## config.mk

```make
export PLATFORM = sky130hd
export DESIGN_NAME = csh_ctrl
export DESIGN_NICKNAME = d
export VERILOG_FILES = /design/src/design/csh_pkg.sv /design/src/design/csh_ctrl.sv
export SDC_FILE = /design/constraint.sdc
export NUM_CORES = 1
export LEC_CHECK = 0
export BUFFER_PORTS_ARGS = -buffer_cell sky130_fd_sc_hd__buf_2
export CORE_AREA = 5 5 42 44
export CTS_CLUSTER_SIZE = 14
export DETAILED_ROUTE_END_ITERATION = 8
export DIE_AREA = 0 0 47 49
export SKIP_LAST_GASP = 1
export SYNTH_ARGS = -nofsm -noshare
export SYNTH_HDL_FRONTEND = slang
export SYNTH_SLANG_ARGS = --single-unit
export TNS_END_PERCENT = 50
```

## constraint.sdc

```tcl
create_clock -name clk -period 1.4 [get_ports clk]
set_input_delay 0.07 -clock clk [delete_from_list [all_inputs] [get_ports clk]]
set_output_delay 0.07 -clock clk [all_outputs]
set_load 0.005 [all_outputs]
```

## src/design/csh_pkg.sv

```systemverilog
// ----------------------------------------------------------------------------
// csh_pkg
// Types and fixed constants shared by the histogrammer modules.
// ----------------------------------------------------------------------------
package csh_pkg;

    typedef enum logic [1:0] {
        OP_COUNT = 2'd0,
        OP_LOAD  = 2'd1,
        OP_READ  = 2'd2,
        OP_CLEAR = 2'd3
    } op_t;

    localparam logic [2:0] KIND_OLD_E = 3'd0;
    localparam logic [2:0] KIND_OLD_T = 3'd1;
    localparam logic [2:0] KIND_NEW_E = 3'd2;
    localparam logic [2:0] KIND_NEW_T = 3'd3;
    localparam logic [2:0] KIND_GE    = 3'd4;

    localparam logic [2:0] TSEL_NA_GAIN   = 3'd0;
    localparam logic [2:0] TSEL_NA_SHIFT  = 3'd1;
    localparam logic [2:0] TSEL_NA_TSHIFT = 3'd2;
    localparam logic [2:0] TSEL_GE_GAIN   = 3'd3;
    localparam logic [2:0] TSEL_GE_SHIFT  = 3'd4;

    localparam logic [2:0] ST_COUNTED = 3'd0;
    localparam logic [2:0] ST_CLIPPED = 3'd1;
    localparam logic [2:0] ST_IGNORED = 3'd2;
    localparam logic [2:0] ST_DONE    = 3'd3;
    localparam logic [2:0] ST_READ    = 3'd4;

    localparam logic [15:0] UNITY_GAIN = 16'd16384;

    typedef enum logic [2:0] {
        S_IDLE,
        S_CLEAR,
        S_MUL,
        S_ADD,
        S_SUM,
        S_RD,
        S_WAIT,
        S_WR
    } state_t;

    // Controller to datapath.
    typedef struct packed {
        logic clear_step;  // write zero at the sweep address and advance
        logic capture;     // latch the input transaction
        logic mul;         // register the product
        logic sum;         // form bin and address
        logic rd;          // issue the store read
        logic wr;          // write back and present the result
    } cmd_t;

    // Datapath to controller.
    typedef struct packed {
        logic clear_done;
        logic needs_store;  // transaction touches the histogram store
        logic needs_mul;    // transaction goes through the calibration path
    } stat_t;

endpackage

```

## src/design/csh_ctrl.sv

```systemverilog
// ----------------------------------------------------------------------------
// csh_ctrl
// Controller: store clearing sweep after reset, then one transaction at a time.
// ----------------------------------------------------------------------------
module csh_ctrl (
    input  logic           clk,
    input  logic           rst_n,
    input  logic           start,
    input  csh_pkg::stat_t stat,
    output logic           busy,
    output csh_pkg::cmd_t  cmd
);

    csh_pkg::state_t state_reg, state_next;

    always_ff @(posedge clk or negedge rst_n)
    begin
        if (!rst_n)
        begin
            state_reg <= csh_pkg::S_CLEAR;
        end
        else
        begin
            state_reg <= state_next;
        end
    end

    always_comb
    begin
        state_next = state_reg;
        unique case (state_reg)
            csh_pkg::S_CLEAR:
            begin
                if (stat.clear_done)
                begin
                    state_next = csh_pkg::S_IDLE;
                end
            end
            csh_pkg::S_IDLE:
            begin
                if (start)
                begin
                    state_next = csh_pkg::S_MUL;
                end
            end
            csh_pkg::S_MUL:
            begin
                if (!stat.needs_store)
                begin
                    state_next = csh_pkg::S_WR;
                end
                else
                begin
                    state_next = stat.needs_mul ? csh_pkg::S_ADD : csh_pkg::S_RD;
                end
            end
            csh_pkg::S_ADD:  state_next = csh_pkg::S_SUM;
            csh_pkg::S_SUM:  state_next = csh_pkg::S_RD;
            csh_pkg::S_RD:   state_next = csh_pkg::S_WAIT;
            csh_pkg::S_WAIT: state_next = csh_pkg::S_WR;
            csh_pkg::S_WR:   state_next = csh_pkg::S_IDLE;
            default:         state_next = csh_pkg::S_IDLE;
        endcase
    end

    always_comb
    begin
        cmd  = '0;
        busy = 1'b1;
        unique case (state_reg)
            csh_pkg::S_CLEAR: cmd.clear_step = 1'b1;
            csh_pkg::S_IDLE:
            begin
                busy        = 1'b0;
                cmd.capture = start;
            end
            csh_pkg::S_MUL:
            begin
                cmd.mul = 1'b1;
                // Uncalibrated paths that reach the store form the bin directly.
                cmd.sum = stat.needs_store && !stat.needs_mul;
            end
            // The product plus its offsets is registered in this cycle.
            csh_pkg::S_ADD:  cmd = '0;
            csh_pkg::S_SUM:  cmd.sum = 1'b1;
            csh_pkg::S_RD:   cmd.rd = 1'b1;
            csh_pkg::S_WAIT: cmd.rd = 1'b0;
            csh_pkg::S_WR:   cmd.wr = 1'b1;
            default:         cmd = '0;
        endcase
    end

endmodule

```

== After elaboration in Yosys (flattened, before gate mapping) ==
Index checks and enable logic that the tools add are counted.
Widths: inputs -> output; s select.

* RAM bits: 0
* Latch bits: 0
* Memories kept: 0
* ROM bits: 0
* Output and inout bits: 7
* Word-level logic and storage cells: 26
* Bits of input ports: 6
* Flip-flop bits (word level): 3

* Shift-type cells: 0
* Multipliers: 0
* Bitwise logic cells: 0
* Multiplexer cells: 12
* Div/mod/pow operators: 0
* Add/subtract/negate cells: 0
* Eq/ne operators: 9
* Reduce and logical (&&, ||, !) cells: 4
* $lt $le $gt $ge: 0

{| class="wikitable"
|+ Operators by type and width
! operator !! count
|-
| $pmux 3 s8 || 1
|-
| $eq 3x3->1 const B || 4
|-
| $mux 3 || 4
|-
| $eq 3x2->1 const B || 2
|-
| $mux 1 || 6
|-
| $ne 2x2->1 const B || 2
|-
| $eq 3x1->1 const B || 1
|-
| $logic_not 3->1 || 1
|-
| $pmux 1 s2 || 1
|-
| $reduce_and 2->1 || 1
|-
| $logic_and 1x1->1 || 1
|-
| $logic_not 1->1 || 1
|}

== Logic depth before layout (Yosys ltp) ==
Gate-level depths: netlist (run 1).

* Depth in word-level cells: 3
* Mapped depth: 4
* Depth with buffers taken out: 3

== Worst setup path before layout (run 1) ==
OpenSTA, ideal clock, no wires.

* Path type: register to register
* Start: register state_reg[0]
* End: register state_reg[2]
* Path buffers: 1
* Arrival: 924 ps
* Setup slack: 349 ps
* Stages on the path, launching flop included: 5
* Cells stage by stage: dfstp_2 buf_6 nand2_1 nor2_1 nor3_1

* Longest elaborated chain between the ends: 3
* Elaborated cells on any way between the ends: 12

{| class="wikitable"
|+ RTL lines
! item !! RTL line !! source
|-
| start: declaration || csh_ctrl.sv:14 || <nowiki>csh_pkg::state_t state_reg, state_next;</nowiki>
|-
| start signal: assignment || csh_ctrl.sv:20 || <nowiki>state_reg <= csh_pkg::S_CLEAR;</nowiki>
|-
| start signal: assignment || csh_ctrl.sv:24 || <nowiki>state_reg <= state_next;</nowiki>
|-
| $eq 3x1->1 / $logic_not 3->1 (equally long branches) || csh_ctrl.sv:31 || <nowiki>unique case (state_reg)</nowiki>
|-
| $ne 2x2->1 (no line) || - ||
|-
| $reduce_and 2->1 (no line) || - ||
|}

Several ways; a longest one is shown, not always the timed one.
A chain may end at the register's enable or synchronous reset.

==> results_dict.tcl, run 1 <==
set metrics [dict create \
    fin_nets 51 \
    dp_cells 53 \
    ys_top_cells_by_area "dfrtp_1 21%, dfstp_2 11%, nor4b_4 9.9%" \
    h-tree-depth 1 \
    hp-class "in2reg" \
    grt_pass1_wl_um 945 \
    synthCells 28 \
    rows 14 \
    path_max_fanout 8 \
    clock-sinks 3 \
    crit_path_cell_trace "and4bb_2, a21oi_1, nor2_1, buf_2" \
    grt-ovfl-total 0 \
    ys.flop_type "dfrtp_1" \
    yosysTopAreaCell "dfrtp_1" \
    ys_seq_elements 3 \
    total_leakage_power_uw 0.000166 \
    async_reset_ff_frac 1.00 \
    ios 13 \
    fin_skew_ns 0.00136 \
    die_x_um 47 \
    hold_violations 0 \
    crit_path_start_kind "flip-flop" \
    core_area_sq_mm 0.00140 \
    arrival_ns 1.23 \
    yosys_warnings 0 \
    grt_usage 0.0592 \
    largest_reg_flops 3 \
    synth_most_common_cell "nor2_1" \
    post_drt_wl_per_cell_um 9.53 \
    antenna_found_initial 0 \
    synth_cell_types 16 \
    worst_ir_drop_vdd_mv 0.581 \
    syn_nets 34 \
    dr.pass1.iters 2 \
    path_class "reg2out" \
    cts_root_buf "clkbuf_4" \
    io_buffers 12 \
    cts_tree "built" \
    rsz0062_at_grt "no" \
    ant_nets 0 \
    clk_latency_ns 0.23 \
    tightest_slew_ns 0.211 \
    vias_per_cell 4.02 \
    crit_family "flip-flops" \
    start_util 0.171 \
    grt_max_degree 12 \
    cpMaxStageDelayCell "dfrtp_2" \
    p_per_area_mw_per_mm2 2120 \
    slew_viol_final 0 \
    dieHeight_um 49 \
    required_ns 1.33 \
    drc 0 \
    die_area_sq_mm 0.00230 \
    clk_pin_slew_ns 0.04 \
    tns_ns 0 \
    status "completed" \
    yosysTopAreaCellShare 0.209 \
    area_delta_synth_final_pct 43.5 \
    clk_path_buf_depth 2 \
    final_cell_count_no_fill 60 \
    via_count 241 \
    cp-end-kind "primary output" \
    slowest_delay_ns 0.46 \
    drive_gt1_frac 0.500 \
    syn_area_sq_um 239 \
    syn_avg_cell_area_sq_um 8.53 \
    period_needed_ns 1.30 \
    relSlewSlack 0.860 \
    ys_top_cells_by_count "4 x nor2_1, 3 x nor3_1, 3 x o21ai_0" \
    gp_congestion 0.750 \
    synth_edf_count 0 \
    wirelength_um 572 \
    diodes 0 \
    ys_seq_area_frac 0.319 \
    fin_crit_sh 0.926 \
    grt_pass1_vias 230 \
    cts_buffers 3 \
    drt_iter0_drc 2 \
    maxCapViolCount 0 \
    finalSetupViolations 0 \
    hpwl_um 413 \
    critPathBufInv 1 \
    max_clock_freq_mhz 771 \
]
## metrics by stage
step / area (sq um) / total power (uW) / setup slack, ns / hold WS (ns) / util
after floorplan: 239 / 491 / 0.349 / -0.226 / -
after global placement: 292 / 528 / 0.304 / -0.131 / 0.208
after detailed placement: 292 / 541 / 0.274 / -0.131 / 0.208
after CTS: 328 / 699 / 0.0202 / 0.0768 / 0.234
after global routing: 343 / 820 / 0.00945 / 0.0959 / 0.245
final: 343 / 726 / 0.104 / 0.0811 / 0.245
## per-layer routing
metal	up-vias	share of wire	global-route usage
met3	0	0.11	0.0332
li1	126	-	-
met1	105	0.42	0.0749
met2	10	0.47	0.0656
met4	0	0	0.0553
met5	-	0	0
## power breakdown
part	switching, uW	total [uW]	internal, uW
combinational	143	311	168
sequential	114	266	152
clock	42.2	149	107
total	300	726	426
## worst paths after layout
kind                                               start                       end  slack (ns)  cells past startpoint
worst min register to register  state_reg[0]$_DFFE_PN1P_  state_reg[0]$_DFFE_PN1P_        0.60                      2
worst min-delay path                             stat[2]  state_reg[0]$_DFFE_PN1P_        0.08                      3
worst max-delay path            state_reg[1]$_DFFE_PN0P_                    cmd[2]        0.10                      4
min in group asynchronous                          rst_n  state_reg[1]$_DFFE_PN0P_        0.16                      2
worst max register to register  state_reg[0]$_DFFE_PN1P_  state_reg[1]$_DFFE_PN0P_        0.31                      3
max in group asynchronous                          rst_n  state_reg[0]$_DFFE_PN1P_        1.04                      2
## worst register-to-register path: cells and delay by family, from the launching register on
kind	cells	cell delay [ns]
compound gates	2	0.22
xor+xnor	1	0.10
flops	1	0.64
## repair_timing
action	4_1_cts	5_1_grt
gates resized for setup	0	2
hold endpoints to repair	3	0
endpoints found under the setup margin	0	2
hold buffers	1	0
setup buffers	0	2
## logic make-up after synthesis
logic type / count (synthesis) / synth area share
buffers and inverters: 5 / 0.147
AO/OA/AOI/OAI: 5 / 0.105
flip-flops: 3 / 0.319
AND/OR/NAND/NOR: 14 / 0.393
XOR/XNOR: 1 / 0.0367
## layout by cell type (no fill, tap or decap)
master         count
buf_2             12
nor2_1             4
nor3_1             3
o21ai_0            3
clkbuf_4           3
inv_1              2
a21oi_1            2
nand2_1            2
dfrtp_2            2
and4bb_2           1
or3_1              1
and2_1             1
nor4b_4            1
xor2_1             1
nand3b_1           1
clkbuf_1           1
dlygate4sd3_1      1
buf_4              1
clkbuf_2           1
dfstp_2            1
## final cells by class
cell class / instances / area [sq um]
timing repair buffer: 15 / 82.6
multi-input combinational: 20 / 128
sequential: 3 / 78.8
fill: 170 / 1060
tap: 16 / 20.0
inverter: 2 / 7.51
clock buffer: 4 / 26.3
No activity file was read; power rests on OpenSTA's default activity.
==> run 2, diff against run 1 <==
- clock period: 1.4 -> 1.15 ns (I/O delays scaled with it)
==> results_dict.tcl, run 2 (synthesized netlist as in run 1, its figures left out) <==
set metrics [dict create \
    status "complete, but fails checks" \
    violations "setup timing" \
    required_ns 1.09 \
    grt-ovfl-total 0 \
    finalSetupViolations 6 \
    dieHeight_um 49 \
    fin_util 0.271 \
    diodes 0 \
    final_cell_count_no_fill 64 \
    cp-end-kind "primary output" \
    final_common_cell "buf_2" \
    fin_nets 55 \
    final_cell_area_sq_um 379 \
    clk_latency_ns 0.23 \
    register_area_sq_um 78.8 \
    rows 14 \
    critPathBufInv 1 \
    hold-worst-slack_ns 0.0756 \
    h-tree-depth 1 \
    drt_iter0_drc 3 \
    crit_path_start_kind "flip-flop" \
    clk_path_buf_depth 2 \
    slew_viol_final 0 \
    drive_gt1_frac 0.563 \
    path_max_fanout 7 \
    path_class "reg2out" \
    crit_family "flip-flops" \
    ant_nets 0 \
    cpMaxStageDelayCell "dfrtp_2" \
    hpwl_um 413 \
    cts_buffers 3 \
    slowest_delay_ns 0.45 \
    maxCapViolCount 0 \
    tightest_slew_ns 0.205 \
    max_clock_freq_mhz 795 \
    ios 13 \
    wl_met1_um 274 \
    grt_usage 0.0655 \
    relSlewSlack 0.863 \
    p_per_area_mw_per_mm2 2690 \
    grt_max_degree 9 \
    dp_cells 53 \
    hp-class "in2reg" \
    wirelength_um 610 \
    clock-sinks 3 \
    wl_met2_um 280 \
    dr.pass1.iters 2 \
    cts_root_buf "clkbuf_4" \
    area_delta_synth_final_pct 58.6 \
    vias_per_cell 4.06 \
    post_drt_wl_per_cell_um 9.53 \
    route.met3.wl_um 55 \
    arrival_ns 1.20 \
    io_buffers 12 \
    core_area_sq_mm 0.00140 \
    grt_pass1_wl_um 1010 \
    hold_violations 0 \
    multiInputGateArea_sq_um 131 \
    crit_path_cell_trace "and4bb_2, a21oi_2, nor2_1, buf_2" \
    worst_ir_drop_vdd_mv 0.815 \
    die_x_um 47 \
    clk_pin_slew_ns 0.04 \
    fin_skew_ns 0.000908 \
    cts_tree "built" \
    gp_congestion 0.697 \
    fin_crit_sh 1.09 \
    mostFrequentLayoutCells "12 x buf_2, 6 x buf_4, 4 x nor2_1" \
    die_area_sq_mm 0.00230 \
    grt_pass1_vias 250 \
    antenna_found_initial 0 \
    via_count 260 \
    total_leakage_power_uw 0.000187 \
    fill_cells 171 \
    drc 0 \
    period_needed_ns 1.26 \
    largest_reg_flops 3 \
    place_area_sq_um 292 \
    rsz0062_at_grt "yes" \
    routed.top_layer "met3" \
    start_util 0.171 \
    setup_slack_ns -0.108 \
]
-- run 2: path summary, 6_finish.rpt --
kind                            cells past startpoint                     start  slack [ns]                  endpoint
worst min register to register                      2  state_reg[2]$_DFFE_PN0P_        0.61  state_reg[1]$_DFFE_PN0P_
min in group asynchronous                           2                     rst_n        0.16  state_reg[2]$_DFFE_PN0P_
max in group asynchronous                           2                     rst_n        0.80  state_reg[0]$_DFFE_PN1P_
worst max register to register                      4  state_reg[0]$_DFFE_PN1P_        0.07  state_reg[1]$_DFFE_PN0P_
worst max-delay path                                4  state_reg[2]$_DFFE_PN0P_       -0.11                    cmd[2]
worst min-delay path                                3                   stat[2]        0.08  state_reg[0]$_DFFE_PN1P_
-- run 2: metal layers --
| metal | GRT usage | vias up |
|---|---|---|
| li1 | - | 135 |
| met1 | 0.0793 | 117 |
| met2 | 0.0701 | 8 |
| met3 | 0.0406 | 0 |
| met4 | 0.0691 | 0 |
| met5 | 0 | - |
-- run 2: repair_timing --
action                     4_1_cts  5_1_grt
hold buffers                     1        0
resized for setup                2        1
gates cloned                     0        0
setup buffers                    5        1
pin swaps                        1        1
hold endpoints to repair         3        0
setup endpoints to repair        7        8
-- run 2: final cells by class --
type | instances | area share
multi-input cells | 20 | 0.347
well taps | 16 | 0.0528
inverters | 2 | 0.0198
repair buffers | 19 | 0.304
flip-flops and latches | 3 | 0.208
clock buffers | 4 | 0.0693
-- run 2: power by group --
group	switching [uW]	leakage, uW	internal, uW
Clock	53.7	0.0000150	130
Sequential	106	0.0000312	184
Combinational	237	0.000140	307
Total	397	0.000187	621
-- run 2: worst register-to-register path, cell delays in order, from the launching register on --
cell,delay (ns)
dfstp_2,0.58
buf_4,0.14
nor4b_4,0.04
a21oi_1,0.10
o21ai_0,0.09
-- run 2: stage by stage --
| step | total power [uW] | setup slack [ns] | TNS (ns) |
|---|---|---|---|
| after floorplan | 598 | 0.0986 | 0 |
| after global placement | 652 | 0.0408 | 0 |
| after detailed placement | 657 | 0.0378 | 0 |
| after CTS | 993 | -0.118 | -0.579 |
| after global routing | 1130 | -0.170 | -0.971 |
| final | 1020 | -0.108 | -0.428 |
